$ cat src/hw/rtl/cdd_pkg.sv
// ----------------------------------------------------------------------------
// cdd_pkg - shared definitions for the coordinate dither descent block
// Widths, register indexes, reset values and the structs passed between
// the sequencer, the serial divider and the result queue.
// ----------------------------------------------------------------------------
package cdd_pkg;

  localparam int CHANNELS   = 4;
  localparam int CH_W       = (CHANNELS > 1) ? $clog2(CHANNELS) : 1;
  localparam int PH_W       = $clog2(2 * CHANNELS + 1);

  localparam int SAMPLE_W   = 12;
  localparam int GAIN_W     = 12;
  localparam int DITHER_W   = 10;
  localparam int LEVEL_W    = 12;
  localparam int DVD_W      = 24;
  localparam int CNT_W      = $clog2(DVD_W + 1);
  localparam int CFG_IDX_W  = 3;
  localparam int CFG_DATA_W = 12;

  // Phase codes and limits
  localparam logic [PH_W-1:0] PHASE_BASE = '0;
  localparam logic [PH_W-1:0] PHASE_MAX  = PH_W'(2 * CHANNELS);
  localparam logic [CH_W-1:0] CH_LAST    = CH_W'(CHANNELS - 1);

  // Register indexes
  localparam logic [CFG_IDX_W-1:0] REG_STEP_GAIN    = 3'd0;
  localparam logic [CFG_IDX_W-1:0] REG_DITHER       = 3'd1;
  localparam logic [CFG_IDX_W-1:0] REG_LEVEL_MAX    = 3'd2;
  localparam logic [CFG_IDX_W-1:0] REG_LEVEL_MIN    = 3'd3;
  localparam logic [CFG_IDX_W-1:0] REG_LEVEL_CENTRE = 3'd4;

  // Reset values
  localparam logic [GAIN_W-1:0]   RST_STEP_GAIN = 12'd200;
  localparam logic [DITHER_W-1:0] RST_DITHER    = 10'd40;
  localparam logic [LEVEL_W-1:0]  RST_MAX       = 12'd4095;
  localparam logic [LEVEL_W-1:0]  RST_MIN       = 12'd0;
  localparam logic [LEVEL_W-1:0]  RST_CENTRE    = 12'd2047;
  localparam logic [LEVEL_W-1:0]  RST_LEVEL     = 12'd2047;
  localparam logic [LEVEL_W-1:0]  LEVEL_TOP     = 12'd4095;

  typedef struct packed {
    logic [1:0]         channel;
    logic [LEVEL_W-1:0] value;
    logic               last;
  } res_t;

  typedef struct packed {
    logic                start;
    logic [DVD_W-1:0]    dividend;
    logic [DITHER_W-1:0] divisor;
  } div_req_t;

  typedef struct packed {
    logic             busy;
    logic             done;
    logic [DVD_W-1:0] quotient;
  } div_rsp_t;

endpackage

$ cat src/hw/rtl/cdd_div.sv
// ----------------------------------------------------------------------------
// cdd_div - serial restoring divider
// Unsigned dividend over a nonzero divisor, one quotient bit per cycle.
// ----------------------------------------------------------------------------
module cdd_div (
  input  logic              clk,
  input  logic              rst,
  input  cdd_pkg::div_req_t req,
  output cdd_pkg::div_rsp_t rsp
);

  logic [cdd_pkg::DVD_W-1:0]    acc;
  logic [cdd_pkg::DITHER_W-1:0] rem;
  logic [cdd_pkg::DITHER_W-1:0] dvs;
  logic [cdd_pkg::CNT_W-1:0]    cnt;
  logic                         busy;
  logic                         done;

  logic [cdd_pkg::DITHER_W:0]   trial;
  logic                         ge;
  logic [cdd_pkg::DITHER_W:0]   diff;

  assign trial = {rem, acc[cdd_pkg::DVD_W-1]};
  assign ge    = (trial >= {1'b0, dvs});
  assign diff  = trial - {1'b0, dvs};

  always_ff @(posedge clk) begin
    if (rst) begin
      busy <= 1'b0;
      done <= 1'b0;
      cnt  <= '0;
    end else begin
      done <= 1'b0;
      if (req.start) begin
        acc  <= req.dividend;
        dvs  <= req.divisor;
        rem  <= '0;
        cnt  <= cdd_pkg::CNT_W'(cdd_pkg::DVD_W);
        busy <= 1'b1;
      end else if (busy) begin
        // shift in one quotient bit, keep the partial remainder
        rem <= ge ? diff[cdd_pkg::DITHER_W-1:0] : trial[cdd_pkg::DITHER_W-1:0];
        acc <= {acc[cdd_pkg::DVD_W-2:0], ge};
        cnt <= cnt - 1'b1;
        if (cnt == cdd_pkg::CNT_W'(1)) begin
          busy <= 1'b0;
          done <= 1'b1;
        end
      end
    end
  end

  assign rsp.busy     = busy;
  assign rsp.done     = done;
  assign rsp.quotient = acc;

endmodule

$ cat src/hw/rtl/cdd_outq.sv
// ----------------------------------------------------------------------------
// cdd_outq - two-entry result queue
// Holds DAC writes until the receiver takes them.
// ----------------------------------------------------------------------------
module cdd_outq (
  input  logic          clk,
  input  logic          rst,
  input  logic          push,
  input  cdd_pkg::res_t push_data,
  output logic          space,
  output logic          out_valid,
  input  logic          out_ready,
  output cdd_pkg::res_t head
);

  cdd_pkg::res_t mem [2];
  logic          wr_ptr;
  logic          rd_ptr;
  logic [1:0]    count;
  logic          pop;

  assign space     = (count != 2'd2);
  assign out_valid = (count != 2'd0);
  assign pop       = out_valid && out_ready;
  assign head      = mem[rd_ptr];

  always_ff @(posedge clk) begin
    if (rst) begin
      wr_ptr <= 1'b0;
      rd_ptr <= 1'b0;
      count  <= 2'd0;
    end else begin
      if (push) begin
        mem[wr_ptr] <= push_data;
        wr_ptr      <= ~wr_ptr;
      end
      if (pop) begin
        rd_ptr <= ~rd_ptr;
      end
      case ({push, pop})
        2'b10:   count <= count + 2'd1;
        2'b01:   count <= count - 2'd1;
        default: count <= count;
      endcase
    end
  end

endmodule

$ cat src/hw/rtl/coordinate_dither_descent.sv
// ----------------------------------------------------------------------------
// coordinate_dither_descent - dither descent controller for DAC channels
// Turns photodetector samples into DAC writes, one channel at a time.
// ----------------------------------------------------------------------------
// Usage:
//   Input channel (in_valid / in_ready / adc_sample): one sample per phase
//   of a round. A round is a baseline sample, then a low and a high probe
//   sample per channel. Output channel (out_valid / out_ready with
//   dac_channel, dac_value, last): the DAC writes each sample causes, one or
//   two, last set on the final one.
//   Baseline and low-probe samples go straight to their probe write. A high
//   probe runs a 13x12 multiply, then a 24-step serial division for the
//   gradient and, for an in-range level, a second 24-step division for the
//   spring term. The block takes the next sample once the sequencer is back
//   in idle. Results go to a two-entry queue, so a stalled receiver holds
//   the sequencer only when the queue is full; no write is dropped.
//   Reset (rst, synchronous) restores the register defaults, sets every
//   channel level to 2047, clears the baseline and waits for a baseline.
//   Configuration (cfg_we / cfg_index / cfg_data) is to be written while
//   idle by the user; the block itself does not enforce this.
// ----------------------------------------------------------------------------
module coordinate_dither_descent (
  input  logic                             clk,
  input  logic                             rst,
  input  logic                             in_valid,
  output logic                             in_ready,
  input  logic [cdd_pkg::SAMPLE_W-1:0]     adc_sample,
  output logic                             out_valid,
  input  logic                             out_ready,
  output logic [1:0]                       dac_channel,
  output logic [cdd_pkg::LEVEL_W-1:0]      dac_value,
  output logic                             last,
  input  logic                             cfg_we,
  input  logic [cdd_pkg::CFG_IDX_W-1:0]    cfg_index,
  input  logic [cdd_pkg::CFG_DATA_W-1:0]   cfg_data
);

  typedef enum logic [2:0] {
    S_IDLE,
    S_PROBE,
    S_MUL,
    S_DIV1,
    S_DIV1_WAIT,
    S_EVAL,
    S_DIV2_WAIT,
    S_WRITE
  } state_t;

  // Clamp a signed level into converter range
  function automatic logic [cdd_pkg::LEVEL_W-1:0] clamp12(input logic signed [25:0] v);
    logic [cdd_pkg::LEVEL_W-1:0] r;
    if (v < 0) begin
      r = '0;
    end else if (v > $signed({14'd0, cdd_pkg::LEVEL_TOP})) begin
      r = cdd_pkg::LEVEL_TOP;
    end else begin
      r = v[cdd_pkg::LEVEL_W-1:0];
    end
    return r;
  endfunction

  // Configuration registers
  logic [cdd_pkg::GAIN_W-1:0]   step_gain;
  logic [cdd_pkg::DITHER_W-1:0] dither_amount;
  logic [cdd_pkg::LEVEL_W-1:0]  level_max;
  logic [cdd_pkg::LEVEL_W-1:0]  level_min;
  logic [cdd_pkg::LEVEL_W-1:0]  level_centre;

  // Sequencer state
  state_t                       state;
  logic [cdd_pkg::PH_W-1:0]     phase;
  logic [cdd_pkg::SAMPLE_W-1:0] baseline;
  logic [cdd_pkg::SAMPLE_W-1:0] sample;
  logic [cdd_pkg::CH_W-1:0]     idx;
  logic                         probe_up;
  logic signed [25:0]           prod;
  logic signed [25:0]           nval;
  logic                         off_neg;
  logic [cdd_pkg::LEVEL_W-1:0]  nlvl;
  logic [cdd_pkg::LEVEL_W-1:0]  levels [cdd_pkg::CHANNELS];

  // Decode of the current phase
  logic                         phase_base;
  logic [cdd_pkg::PH_W-1:0]     phase_half;
  logic [cdd_pkg::PH_W-1:0]     half_m1;
  logic [cdd_pkg::CH_W-1:0]     ch_low;
  logic [cdd_pkg::CH_W-1:0]     ch_high;
  logic                         accept;

  // Datapath
  logic [cdd_pkg::LEVEL_W-1:0]  lvl_rd;
  logic signed [13:0]           probe_sum;
  logic [cdd_pkg::LEVEL_W-1:0]  probe_val;
  logic signed [12:0]           sdiff;
  logic [25:0]                  prod_mag;
  logic signed [25:0]           n_calc;
  logic                         over_max;
  logic                         under_min;
  logic signed [12:0]           off;
  logic [12:0]                  off_mag;
  logic signed [13:0]           spring;
  logic signed [13:0]           refl_hi;
  logic signed [13:0]           refl_lo;
  logic [cdd_pkg::DITHER_W-1:0] div_den;
  logic                         is_last;
  logic [cdd_pkg::CH_W+1:0]     idx_ext;

  cdd_pkg::div_req_t            div_req;
  cdd_pkg::div_rsp_t            div_rsp;
  cdd_pkg::res_t                push_data;
  logic                         push;
  logic                         q_space;
  cdd_pkg::res_t                q_head;

  assign in_ready   = (state == S_IDLE);
  assign accept     = in_valid && in_ready;

  assign phase_base = (phase == cdd_pkg::PHASE_BASE) || (phase > cdd_pkg::PHASE_MAX);
  assign phase_half = phase >> 1;
  assign half_m1    = phase_half - cdd_pkg::PH_W'(1);
  assign ch_low     = phase_half[cdd_pkg::CH_W-1:0];
  assign ch_high    = half_m1[cdd_pkg::CH_W-1:0];

  assign lvl_rd     = levels[idx];
  assign is_last    = (idx == cdd_pkg::CH_LAST);
  assign idx_ext    = {2'b00, idx};

  // Probe level: stored level plus or minus one dither
  assign probe_sum  = probe_up
                      ? $signed({2'b00, lvl_rd}) + $signed({4'd0, dither_amount})
                      : $signed({2'b00, lvl_rd}) - $signed({4'd0, dither_amount});
  assign probe_val  = clamp12(26'(probe_sum));

  // Gradient inputs
  assign sdiff      = $signed({1'b0, sample}) - $signed({1'b0, baseline});
  assign prod_mag   = prod[25] ? 26'(-prod) : 26'(prod);
  assign n_calc     = prod[25]
                      ? $signed({14'd0, lvl_rd}) + $signed({2'b00, div_rsp.quotient})
                      : $signed({14'd0, lvl_rd}) - $signed({2'b00, div_rsp.quotient});

  // Saturation tests, in order: above max first, then below min
  assign over_max   = (nval > $signed({14'd0, level_max}));
  assign under_min  = (nval < $signed({14'd0, level_min}));
  assign refl_hi    = $signed({2'b00, level_max}) - $signed({4'd0, dither_amount});
  assign refl_lo    = $signed({2'b00, level_min}) + $signed({4'd0, dither_amount});
  assign off        = $signed({1'b0, nval[11:0]}) - $signed({1'b0, level_centre});
  assign off_mag    = off[12] ? 13'(-off) : 13'(off);
  assign spring     = off_neg
                      ? $signed({2'b00, nval[11:0]}) + $signed({2'b00, div_rsp.quotient[11:0]})
                      : $signed({2'b00, nval[11:0]}) - $signed({2'b00, div_rsp.quotient[11:0]});

  // Zero dither divides as one
  assign div_den    = (dither_amount == '0) ? cdd_pkg::DITHER_W'(1) : dither_amount;

  always_comb begin
    div_req.divisor = div_den;
    if (state == S_DIV1) begin
      div_req.start    = 1'b1;
      div_req.dividend = prod_mag[cdd_pkg::DVD_W-1:0];
    end else begin
      div_req.start    = (state == S_EVAL) && !over_max && !under_min;
      div_req.dividend = cdd_pkg::DVD_W'(off_mag);
    end
  end

  // Result selection: probe write or updated level
  always_comb begin
    push_data.channel = idx_ext[1:0];
    if (state == S_WRITE) begin
      push_data.value = nlvl;
      push_data.last  = is_last;
    end else begin
      push_data.value = probe_val;
      push_data.last  = 1'b1;
    end
    push = ((state == S_WRITE) || (state == S_PROBE)) && q_space;
  end

  cdd_div u_div (
    .clk (clk),
    .rst (rst),
    .req (div_req),
    .rsp (div_rsp)
  );

  cdd_outq u_outq (
    .clk       (clk),
    .rst       (rst),
    .push      (push),
    .push_data (push_data),
    .space     (q_space),
    .out_valid (out_valid),
    .out_ready (out_ready),
    .head      (q_head)
  );

  assign dac_channel = q_head.channel;
  assign dac_value   = q_head.value;
  assign last        = q_head.last;

  // Configuration writes
  always_ff @(posedge clk) begin
    if (rst) begin
      step_gain     <= cdd_pkg::RST_STEP_GAIN;
      dither_amount <= cdd_pkg::RST_DITHER;
      level_max     <= cdd_pkg::RST_MAX;
      level_min     <= cdd_pkg::RST_MIN;
      level_centre  <= cdd_pkg::RST_CENTRE;
    end else if (cfg_we) begin
      case (cfg_index)
        cdd_pkg::REG_STEP_GAIN:    step_gain     <= cfg_data[cdd_pkg::GAIN_W-1:0];
        cdd_pkg::REG_DITHER:       dither_amount <= cfg_data[cdd_pkg::DITHER_W-1:0];
        cdd_pkg::REG_LEVEL_MAX:    level_max     <= cfg_data[cdd_pkg::LEVEL_W-1:0];
        cdd_pkg::REG_LEVEL_MIN:    level_min     <= cfg_data[cdd_pkg::LEVEL_W-1:0];
        cdd_pkg::REG_LEVEL_CENTRE: level_centre  <= cfg_data[cdd_pkg::LEVEL_W-1:0];
        default: ;
      endcase
    end
  end

  // Sequencer
  always_ff @(posedge clk) begin
    if (rst) begin
      state    <= S_IDLE;
      phase    <= cdd_pkg::PHASE_BASE;
      baseline <= '0;
      idx      <= '0;
      probe_up <= 1'b0;
      for (int i = 0; i < cdd_pkg::CHANNELS; i++) begin
        levels[i] <= cdd_pkg::RST_LEVEL;
      end
    end else begin
      case (state)
        S_IDLE: begin
          if (accept) begin
            if (phase_base) begin
              // baseline: store it, probe channel 0 low
              baseline <= adc_sample;
              phase    <= cdd_pkg::PH_W'(1);
              idx      <= '0;
              probe_up <= 1'b0;
              state    <= S_PROBE;
            end else if (phase[0]) begin
              // low probe: drop the sample, probe the channel high
              idx      <= ch_low;
              probe_up <= 1'b1;
              phase    <= phase + 1'b1;
              state    <= S_PROBE;
            end else begin
              // high probe: run the level update
              idx    <= ch_high;
              sample <= adc_sample;
              phase  <= (ch_high == cdd_pkg::CH_LAST) ? cdd_pkg::PHASE_BASE
                                                      : phase + 1'b1;
              state  <= S_MUL;
            end
          end
        end
        S_PROBE: begin
          if (q_space) begin
            state <= S_IDLE;
          end
        end
        S_MUL: begin
          prod  <= sdiff * $signed({1'b0, step_gain});
          state <= S_DIV1;
        end
        S_DIV1: begin
          state <= S_DIV1_WAIT;
        end
        S_DIV1_WAIT: begin
          if (div_rsp.done) begin
            nval  <= n_calc;
            state <= S_EVAL;
          end
        end
        S_EVAL: begin
          if (over_max) begin
            nlvl  <= clamp12(26'(refl_hi));
            state <= S_WRITE;
          end else if (under_min) begin
            nlvl  <= clamp12(26'(refl_lo));
            state <= S_WRITE;
          end else begin
            off_neg <= off[12];
            state   <= S_DIV2_WAIT;
          end
        end
        S_DIV2_WAIT: begin
          if (div_rsp.done) begin
            nlvl  <= clamp12(26'(spring));
            state <= S_WRITE;
          end
        end
        S_WRITE: begin
          if (q_space) begin
            levels[idx] <= nlvl;
            if (is_last) begin
              state <= S_IDLE;
            end else begin
              // advance to the next channel's low probe
              idx      <= idx + 1'b1;
              probe_up <= 1'b0;
              state    <= S_PROBE;
            end
          end
        end
        default: state <= S_IDLE;
      endcase
    end
  end

  // Checks
  a_busy_after_accept : assert property (@(posedge clk) disable iff (rst)
    accept |=> !in_ready)
    else $error("sequencer ready right after a transaction");

  a_div_start_idle : assert property (@(posedge clk) disable iff (rst)
    div_req.start |-> !div_rsp.busy)
    else $error("divider restarted while busy");

  a_phase_range : assert property (@(posedge clk) disable iff (rst)
    1'b1 |=> (phase <= cdd_pkg::PHASE_MAX))
    else $error("round phase left the round");

  a_done_waited : assert property (@(posedge clk) disable iff (rst)
    div_rsp.done |-> (state == S_DIV1_WAIT) || (state == S_DIV2_WAIT))
    else $error("division finished with no one waiting");

endmodule

$ cat config.mk
export PLATFORM = sky130hd
export DESIGN_NAME = coordinate_dither_descent
export DESIGN_NICKNAME = d
export VERILOG_FILES = /design/src/hw/rtl/cdd_pkg.sv /design/src/hw/rtl/cdd_div.sv /design/src/hw/rtl/cdd_outq.sv /design/src/hw/rtl/coordinate_dither_descent.sv
export SDC_FILE = /design/constraint.sdc
export NUM_CORES = 1
export LEC_CHECK = 0
export ABC_AREA = 0
export BUFFER_PORTS_ARGS = -buffer_cell sky130_fd_sc_hd__clkbuf_2
export CAP_MARGIN = 20
export CORE_MARGIN = 2
export CORE_UTILIZATION = 55
export CTS_CLUSTER_DIAMETER = 200
export DETAILED_ROUTE_END_ITERATION = 7
export GPL_TIMING_DRIVEN = 0
export PLACE_DENSITY = 0.71
export SETUP_SLACK_MARGIN = 0.2
export SYNTH_ARGS = -nofsm -noshare
export SYNTH_HDL_FRONTEND = slang
export SYNTH_SLANG_ARGS = --single-unit
$ cat constraint.sdc
create_clock -name clk -period 10.5 [get_ports clk]
set_input_delay 1.05 -clock clk [delete_from_list [all_inputs] [get_ports clk]]
set_output_delay 1.05 -clock clk [all_outputs]
set_load 0.01 [all_outputs]
Yosys cells after proc, flatten, opt, wreduce, memory -nomap -nowiden
Memories as Yosys holds them, arrays and structs flattened. A register that Yosys moved wholly into a read port is not among the register bits.
Index checks and enable logic that the tools add are counted.
- multiplexer cells: 72
- $mul: 1
- bitwise operators: 8
- eq/ne operators: 25
- $lt $le $gt $ge: 12
- reductions and logical operators: 38
- $add $sub $neg: 19
- operator list (operator ; number):
    $mux 12 ; 12
    $mux 24 ; 3
    $sub 12x12->13 ; 3
    $gt 14x13->1 const B ; 2
    $lt 14x1->1 const B ; 2
    $mux 14 ; 2
    $add 12x10->13 ; 2
    $gt 26x13->1 ; 1
    $lt 13x1->1 const B ; 2
    $lt 26x13->1 ; 1
    $mul 13x13->26 ; 1
    $mux 13 ; 2
    $mux 26 ; 1
    $sub 12x10->13 ; 2
    $add 12x24->25 ; 1
    $mux 25 ; 1
    $sub 12x24->25 ; 1
    $mux 1 ; 24
    $neg 24->24 ; 1
    $pmux 12 s2 ; 1
    $pmux 3 s8 ; 1
    $mux 10 ; 2
    $mux 2 ; 10
    $reduce_and 2->1 ; 9
    40 further kinds ; 88
- memory bits (writable): 78
- memories kept: 2
- flip-flop bits (word level): 212
- word-level logic and storage cells: 202
- output and inout port bits: 17
- input port bits: 32
- memories (name ; words ; width ; read ports ; clocked after memory_dff ; wr ports ; line ; source):
    levels ; 4 ; 12 ; 1 ; 1 ; 4 ; coordinate_dither_descent.sv:80 ; logic [cdd_pkg::LEVEL_W-1:0] levels [cdd_pkg::CHANNELS];
    u_outq.mem ; 2 ; 15 ; 1 ; 1 ; 1 ; cdd_outq.sv:16 ; cdd_pkg::res_t mem [2];

Depth between registers and ports, before layout
Gate-level depths: netlist of run 1.
- depth after elaboration: 7
- gate-level depth with buffers: 32
- depth with buffers taken out: 31

Modules after synthesis
Synthesis of run 1 repeated with hierarchy kept, for this count alone.
- cell total of the unflattened synthesis: 2721
- area, all modules: 25394.4 um^2
- modules (own cells, without submodules) (module ; area an instance (um^2) ; cells an instance ; times used ; seq. area each (um^2)):
    coordinate_dither_descent ; 21406.8 ; 2435 ; 1 ; 5365.1
    cdd_div ; 2691.3 ; 216 ; 1 ; 1461.4
    cdd_outq ; 1296.2 ; 70 ; 1 ; 1001.0

Worst setup path before layout of run 1
Ideal clock, no wire load.
- path kind: flip-flop to flip-flop
- from: register sample[0] in the netlist's numbering
- to: register prod[25], data pin
- path slack: 3270 ps
- stages on the path, launching flop included: 32
- required time: 10241 ps
- clock period less this slack: 7230 ps
- arrival time: 6971 ps
- library setup time: 259 ps
- path through: edfxtp_1 inv_1 ha_1 fa_1 nor2b_1 o21ai_0 a21boi_0 o21ai_0 a21boi_0 o21ai_1 a311o_1 clkbuf_1 and2_1 fa_1 inv_1 fa_1 inv_1 fa_1 fa_1 inv_1 fa_1 inv_1 ha_1 a21o_1 a221oi_1 a311oi_1 o31ai_1 o221ai_1 o21ai_0 nand2b_1 a21oi_1 xnor2_1
- word-level cells in the longest chain between the ends: 2
- RTL lines (element ; line ; source):
    start: declaration ; coordinate_dither_descent.sv:73 ; logic [cdd_pkg::SAMPLE_W-1:0] sample;
    start signal: assignment ; coordinate_dither_descent.sv:252 ; sample <= adc_sample;
    $sub 12x12->13 ; coordinate_dither_descent.sv:135 ; assign sdiff = $signed({1'b0, sample}) - $signed({1'b0, baseline});
    $mul 13x13->26 ; coordinate_dither_descent.sv:265 ; prod <= sdiff * $signed({1'b0, step_gain});
    end signal: assignment ; coordinate_dither_descent.sv:265 ;
    end: declaration ; coordinate_dither_descent.sv:76 ; logic signed [25:0] prod;
No other way between the ends.
A chain may end at the register's enable or synchronous reset.

Worst setup path in the final report of run 1
Same ends and word-level chain as after synthesis.

==> results.sh, run 1 <==
export IMPL_layout_cell_area_non_filler_um2=27080
export IMPL_post_synth_fa_ha_maj_area_fraction_pct=23.78
export IMPL_clock_tree_root_cell="sky130_fd_sc_hd__clkbuf_16"
export IMPL_grt_overflow=0
export IMPL_synth_top_cells_by_count="sky130_fd_sc_hd__inv_1, sky130_fd_sc_hd__nand2_1, sky130_fd_sc_hd__ha_1"
export IMPL_timing_hold_worst_start="baseline[10]$_SDFFE_PP0P_"
export IMPL_max_freq_mhz=120.7
export IMPL_num_vias=19917
export IMPL_final_nets=3162
export IMPL_detailedRoute_firstPassIterationCount=7
export IMPL_synth_yosys_warnings=0
export IMPL_power_density_nw_per_um2=202.3
export IMPL_r2r_slack_ns=2.21
export IMPL_data_arrival_at_the_endpoint_of_the_critical_path_ns=8.57
export IMPL_die_height_um=216.1
export IMPL_worst_slew_pin_slew_ns=0.9718
export IMPL_fin_clk_skew_ns=0.02001
export IMPL_sw_pwr_mw=2.182
export IMPL_post_cts_resize_count=0
export IMPL_holdCritPathClass="reg -> reg"
export IMPL_tritoncts="built"
export IMPL_vdd_ir_drop_worst_mv=0.2145
export IMPL_post_synth_net_total=3068
export IMPL_rsz0062_at_grt="no"
export IMPL_synth_flop_cell="sky130_fd_sc_hd__edfxtp_1"
export IMPL_grt_pass1_vias=20388
export IMPL_seq_power_share_pct=26.8
export IMPL_outcome="completed"
export IMPL_delay_contributed_by_the_slowest_stage_of_the_critical_path_ns=0.59
export IMPL_synthDominantCellAreaShare_pct=24.03
export IMPL_cp_max_delay_cell="sky130_fd_sc_hd__fa_1"
export IMPL_row_cnt=77
export IMPL_netlist_top_cell_by_area="sky130_fd_sc_hd__edfxtp_1"
export IMPL_grt_antenna_before_repair=3
export IMPL_share_of_synthesized_area_occupied_by_flip_flops_and_latches_pct=31.63
export IMPL_finalMaxSlewViolations=0
export IMPL_grt_util_all_layers_pct=29.94
export IMPL_post_route_cells_drive_above_1_share_pct=7.261
export IMPL_mappedNetlistArea_um2=24750
export IMPL_share_comb_of_total_power_pct=50.1
export IMPL_initial_utilization_pct=55.84
export IMPL_hold_path_cell_count=2
export IMPL_compound_gate_portion_of_the_synthesized_area_pct=13.74
export IMPL_number_of_clock_sinks=292
export IMPL_timing_hold_ws_ns=0.4539
export IMPL_maxCapViolCount=0
export IMPL_place_port_buffers=48
export IMPL_final_core_util_pct=61.10
export IMPL_detail_route_wl_per_cell_um=20.36
export IMPL_synth_distinct_cells=85
export IMPL_post_route_min_period_ns=8.286
export IMPL_post_detailed_placement_cell_area_um2=25880
export IMPL_fp_dieW_um=216.1
export IMPL_path_max_fanout=10
export IMPL_dp_final_hpwl_um=54520
export IMPL_synth_mux_area_share_pct=2.472
export IMPL_grt_first_pass_wirelength_um=109100
export IMPL_critical_path_endpoint_type="flop"
export IMPL_final_antenna_net_count=0
export IMPL_core_area_um2=44320
export IMPL_ys_async_sr_fraction_pct=0
export IMPL_synthMostInstantiatedCell="sky130_fd_sc_hd__inv_1"
export IMPL_cts_htree_levels=2
export IMPL_critPathLaunch="sample[0]$_DFFE_PP_"
export IMPL_drt_drc_violations_left=0
export IMPL_cts_buffers=35
export IMPL_combinational_family_with_the_most_area_after_synthesis="adder cells"
export IMPL_worstReg2RegEnd="prod[25]$_DFFE_PP_"
export IMPL_finalCritPeriodShare_pct=78.92
export IMPL_post_cts_repair_setup_buffers=0
export IMPL_p_sw_share_pct=39.83
export IMPL_gpl_final_weighted_congestion=0.9881
export IMPL_finalSetupViolations=0
export IMPL_cell_internal_pwr_mw=3.297
export IMPL_share_of_the_synthesized_netlist_area_taken_by_xor_and_xnor_gates_pct=4.849
export IMPL_worst_setup_start_kind="flop"
export IMPL_timing_hold_worst_endpoint="baseline[10]$_SDFFE_PP0P_"
export IMPL_num_io_pins=49
export IMPL_timing_final_hold_violations=0
export IMPL_synth_area_leaders="sky130_fd_sc_hd__edfxtp_1, sky130_fd_sc_hd__fa_1, sky130_fd_sc_hd__ha_1, sky130_fd_sc_hd__dfxtp_1, sky130_fd_sc_hd__inv_1"
export IMPL_setup_tns_ns=0
export IMPL_p_clk_share_pct=23.1
export IMPL_totalWireLength_um=68750
export IMPL_synthesis_instances=2661
export IMPL_cts_hold_fix_buffers=0
export IMPL_maxSlewHeadroom_pct=35.21
export IMPL_post_synth_and_or_nand_nor_area_fraction_pct=16.46
export IMPL_worst_setup_path_type="reg -> reg"
export IMPL_detail_route_vias_per_cell=5.898
export IMPL_clock_latency_ns=0.57
export IMPL_synth_edff_count=198
export IMPL_detailedRoute_firstIterationViolations=1673
export IMPL_power_leakage_nw=11.33
export IMPL_worstReg2RegStart="sample[0]$_DFFE_PP_"
export IMPL_cts_reportedPaths_clkPinSlew_ns=0.06
export IMPL_required_ns=10.78
export IMPL_die_area_um2=46710
export IMPL_synthToLayoutAreaGrowth_pct=9.424
export IMPL_cpMostUsedCell="sky130_fd_sc_hd__fa_1"
export IMPL_ff2ff_path_depth=31
export IMPL_clock_tree_buf_depth=3
export IMPL_synth_ff_latch_count=292
export IMPL_pin_count_of_the_biggest_net_entering_global_routing=20
export IMPL_synthesis_area_per_instance_um2=9.300
per-layer routing:
layer	global-route usage (%)	up-vias	wire [um]
li1	-	9245	-
met1	36.79	9782	27200
met2	51.60	716	33530
met3	4.435	174	4534
met4	14.70	0	3486
met5	0	-	0
worst max path at each step:
stage                          to  slack [ns]  cells after the start
5_1_grt        prod[25]$_DFFE_PP_        1.62                     32
3_3_place_gp   prod[25]$_DFFE_PP_        2.23                     31
4_1_cts        prod[25]$_DFFE_PP_        2.18                     31
3_5_place_dp   prod[25]$_DFFE_PP_        2.21                     31
6_report       prod[25]$_DFFE_PP_        2.21                     31
2_1_floorplan  prod[25]$_DFFE_PP_        3.27                     31
power by group through the flow:
stage	clock network, mW	registers, mW	logic [mW]
after floorplan	0	1.48	2.01
after CTS	1.28	1.47	2.77
after global routing	1.33	1.48	3.11
after global placement	0	1.49	2.66
final	1.26	1.47	2.75
after detailed placement	0	1.49	2.75
cell families (layout without fill, tap and decap cells):
| family | Yosys count | count (layout) |
|---|---|---|
| other | 0 | 3 |
| AO/OA/AOI/OAI | 520 | 520 |
| flip-flops | 292 | 292 |
| multiplexers | 44 | 44 |
| adder cells (fa/ha/maj) | 375 | 375 |
| XOR/XNOR | 137 | 137 |
| buffers and inverters | 464 | 585 |
| AND/OR/NAND/NOR | 829 | 829 |
metrics by stage:
step | power [mW] | instances | setup WS, ns
2_1_floorplan | 3.490 | 2661 | 3.270
3_5_place_dp | 4.242 | 3309 | 2.214
4_1_cts | 5.519 | 3373 | 2.175
6_report | 5.479 | 3377 | 2.214
3_3_place_gp | 4.146 | 3301 | 2.227
5_1_grt | 5.916 | 3377 | 1.618
area by class of cell:
type / count / area, um2
inverter: 354 / 1329
clock buffer: 45 / 950.9
tap: 592 / 740.7
multi-input combinational: 1905 / 15200
timing repair buffer: 57 / 367.9
sequential: 292 / 7828
antenna: 3 / 7.507
clock inverter: 19 / 232.7
fill: 3849 / 17240
buffer: 110 / 421.7
critical path, delay by kind of cell (launching register included):
family	cells	cell delay, ns
flip-flops	1	0.32
buffers and inverters	6	0.54
AO/OA/AOI/OAI	13	3.04
adder cells (fa/ha/maj)	8	3.52
XOR/XNOR	1	0.13
AND/OR/NAND/NOR	3	0.46
flip-flops by register name, summed over array words and instances (netlist names), 2 cells and up, named ones only:
name,cells
u_outq.mem,30
levels,48
dither_amount,10
level_min,12
sample,12
phase,4
step_gain,12
prod,25
nlvl,12
state,3
baseline,12
u_div.acc,24
idx,2
u_div.dvs,10
u_outq.count,2
u_div.cnt,5
level_centre,12
level_max,12
nval,26
u_div.rem,10
placed cells by master (no fill, tap or decap), types with 48 or more instances in the layout:
master                     netlist  final
sky130_fd_sc_hd__nor2_1        154    153
sky130_fd_sc_hd__a21oi_1       157    157
sky130_fd_sc_hd__o21ai_0       105    105
sky130_fd_sc_hd__nor2b_1        51     51
sky130_fd_sc_hd__clkbuf_1      102    107
sky130_fd_sc_hd__nand2_1       283    283
sky130_fd_sc_hd__clkbuf_2        0     49
sky130_fd_sc_hd__edfxtp_1      198    198
sky130_fd_sc_hd__inv_1         351    351
sky130_fd_sc_hd__xnor2_1        89     89
sky130_fd_sc_hd__dfxtp_1        94     94
sky130_fd_sc_hd__fa_1          159    159
sky130_fd_sc_hd__xor2_1         48     48
sky130_fd_sc_hd__and2_1         82     82
sky130_fd_sc_hd__ha_1          216    216
Power figures use the tool's default switching activity.
==> inputs of run 2 (changes only) <==
--- a/config.mk
+++ b/config.mk
@@ -13,7 +13,7 @@
 export CTS_CLUSTER_DIAMETER = 200
 export DETAILED_ROUTE_END_ITERATION = 7
 export GPL_TIMING_DRIVEN = 0
-export PLACE_DENSITY = 0.71
+export PLACE_DENSITY = 0.74
 export SETUP_SLACK_MARGIN = 0.2
 export SYNTH_ARGS = -nofsm -noshare
 export SYNTH_HDL_FRONTEND = slang
==> constraint.sdc (replaced) <==
create_clock -name clk -period 7.6 [get_ports clk]
set_input_delay 0.76 -clock clk [delete_from_list [all_inputs] [get_ports clk]]
set_output_delay 0.76 -clock clk [all_outputs]
set_load 0.01 [all_outputs]
==> run 2 against run 1 <==
Clock power increased by 48%. Critical path depth shrank 1. Clock skew rose by 0.024 ns. Core utilization is 1.2 points higher. Cell area up 1.9%. Combinational power rose by 57%. Register-to-register slack got worse by 2.0 ns. Final cell count increased by 0.44%. Non-clock buffer count grew 18. Worst hold slack lost 0.068 ns. First-iteration DRC count grew 6.9%. Fmax grew 13%. Critical path type unchanged. Critical endpoint is now prod[22]$_DFFE_PP_. Highest routed layer unchanged.
==> results.sh, run 2 (same netlist as run 1, synthesis figures left out) <==
export IMPL_outcome="completed"
export IMPL_detailedRoute_firstPassIterationCount=6
export IMPL_core_area_um2=44320
export IMPL_max_freq_mhz=136.1
export IMPL_place_worst_setup_slack_ns=-0.6627
export IMPL_maxSlewHeadroom_pct=35.47
export IMPL_cts_buffers=35
export IMPL_grt_util_all_layers_pct=29.73
export IMPL_clock_latency_ns=0.59
export IMPL_worst_slew_pin_slew_ns=0.9680
export IMPL_totalWireLength_um=68890
export IMPL_fp_dieW_um=216.1
export IMPL_final_antenna_net_count=0
export IMPL_detail_route_wl_per_cell_um=20.31
export IMPL_final_nets=3180
export IMPL_initial_utilization_pct=55.84
export IMPL_final_cell_mix="sky130_fd_sc_hd__inv_1, sky130_fd_sc_hd__nand2_1, sky130_fd_sc_hd__ha_1, sky130_fd_sc_hd__edfxtp_1, sky130_fd_sc_hd__fa_1"
export IMPL_dp_final_hpwl_um=53940
export IMPL_data_arrival_at_the_endpoint_of_the_critical_path_ns=7.64
export IMPL_place_port_buffers=48
export IMPL_grt_pass1_vias=20372
export IMPL_num_vias=20084
export IMPL_detail_route_vias_per_cell=5.921
export IMPL_clock_tree_root_cell="sky130_fd_sc_hd__clkbuf_16"
export IMPL_post_route_min_period_ns=7.346
export IMPL_post_detailed_placement_cell_area_um2=25860
export IMPL_number_of_clock_sinks=292
export IMPL_die_area_um2=46710
export IMPL_cp_max_delay_cell="sky130_fd_sc_hd__fa_2"
export IMPL_power_total_mw=8.199
export IMPL_worst_setup_start_kind="flop"
export IMPL_largestRegisters="levels x48, u_outq.mem x30, nval x26"
export IMPL_post_route_cells_drive_above_1_share_pct=10.01
export IMPL_r2r_slack_ns=0.25
export IMPL_layout_commonest_cell="sky130_fd_sc_hd__inv_1"
export IMPL_delay_contributed_by_the_slowest_stage_of_the_critical_path_ns=0.57
export IMPL_layout_cell_area_non_filler_um2=27610
export IMPL_rsz0062_at_grt="yes"
export IMPL_clock_tree_buf_depth=3
export IMPL_grt_antenna_before_repair=2
export IMPL_flip_flop_count_of_the_largest_register_all_copies_and_words_added=48
export IMPL_gpl_final_weighted_congestion=1.062
export IMPL_worst_setup_path_type="reg -> reg"
export IMPL_num_io_pins=49
export IMPL_finalMaxSlewViolations=0
export IMPL_regMostFlops="levels"
export IMPL_power_density_nw_per_um2=297.0
export IMPL_vdd_ir_drop_worst_mv=0.2860
export IMPL_synthToLayoutAreaGrowth_pct=11.55
export IMPL_tritoncts="built"
export IMPL_path_max_fanout=4
export IMPL_setup_tns_ns=0
export IMPL_row_cnt=77
export IMPL_die_height_um=216.1
export IMPL_required_ns=7.90
export IMPL_post_route_worst_setup_slack_ns=0.2540
export IMPL_detailedRoute_firstIterationViolations=1789
export IMPL_timing_final_hold_violations=0
export IMPL_drt_drc_violations_left=0
export IMPL_cts_reportedPaths_clkPinSlew_ns=0.06
export IMPL_holdCritPathClass="in -> reg"
export IMPL_critical_path_endpoint_type="flop"
export IMPL_fin_clk_skew_ns=0.04448
export IMPL_maxCapViolCount=0
export IMPL_grt_overflow=0
export IMPL_cts_htree_levels=2
export IMPL_finalSetupViolations=0
export IMPL_finalCritPeriodShare_pct=96.66
export IMPL_grt_first_pass_wirelength_um=108700
export IMPL_power_leakage_nw=11.50
export IMPL_pin_count_of_the_biggest_net_entering_global_routing=34
==> run 2: changes by cell type in the layout (fill, tap and decap cells not counted), sizes merged <==
| cell | change |
|---|---|
| clkbuf | -11 |
| clkinvlp | +3 |
| diode | -1 |
| clkinv | +2 |
| inv | -2 |
| buf | +21 |
| bufinv | +3 |
==> run 2: path summary, 6_finish.rpt <==
| path | cells after the start | from | endpoint |
|---|---|---|---|
| max | 30 | sample[0]$_DFFE_PP_ | prod[22]$_DFFE_PP_ |
| min | 1 | adc_sample[2] | sample[2]$_DFFE_PP_ |
| max reg2reg | 30 | sample[0]$_DFFE_PP_ | prod[22]$_DFFE_PP_ |
| min reg2reg | 2 | baseline[2]$_SDFFE_PP0P_ | baseline[2]$_SDFFE_PP0P_ |
==> run 2: layer usage <==
metal	global-route usage (%)	part of all wire, %
met2	51.01	49
met5	0	0
met1	37.45	40
met4	14.04	5.0
met3	3.663	6.4
==> run 2: cell type report <==
cell class              count  area (um2)
diodes                      2       5.005
plain buffers             110       471.7
clock buffers              37       893.4
clock inverters            25       386.6
fillers                  3716       16710
inverters                 354        1333
multi-input cells        1905       15450
flip-flops and latches    292        7829
well taps                 592       740.7
repair buffers             75       491.7
==> run 2: stage by stage <==
step | instances | hold slack (ns) | utilization (%)
floorplan | 2661 | 0.4363 | -
global placement | 3301 | 0.4444 | 58.05
detailed placement | 3308 | 0.4491 | 58.36
global route | 3392 | 0.3694 | 62.29
CTS | 3377 | 0.3610 | 61.67
finish | 3392 | 0.3859 | 62.29
==> run 2: where the power goes <==
part,internal (mW),total (mW),switching (mW)
sequential,1.96,2.03,0.0755
combinational,1.86,4.31,2.46
clock,1.11,1.86,0.741
total,4.93,8.20,3.27
==> run 2: worst max-delay path, delay by kind of cell (launching register included) <==
| kind | cells | cell delay, ns |
|---|---|---|
| adder cells (fa/ha/maj) | 8 | 3.34 |
| flip-flops | 1 | 0.34 |
| AND/OR/NAND/NOR | 2 | 0.30 |
| buffers and inverters | 6 | 0.38 |
| XOR/XNOR | 1 | 0.13 |
| AO/OA/AOI/OAI | 13 | 2.58 |
==> run 2: what timing repair did <==
item / in CTS / in global routing
buffers inserted: 7 / 12
resized for setup: 37 / 52
hold buffers: 0 / 0
pin swaps: 14 / 35
endpoints found under the setup margin: 11 / 8
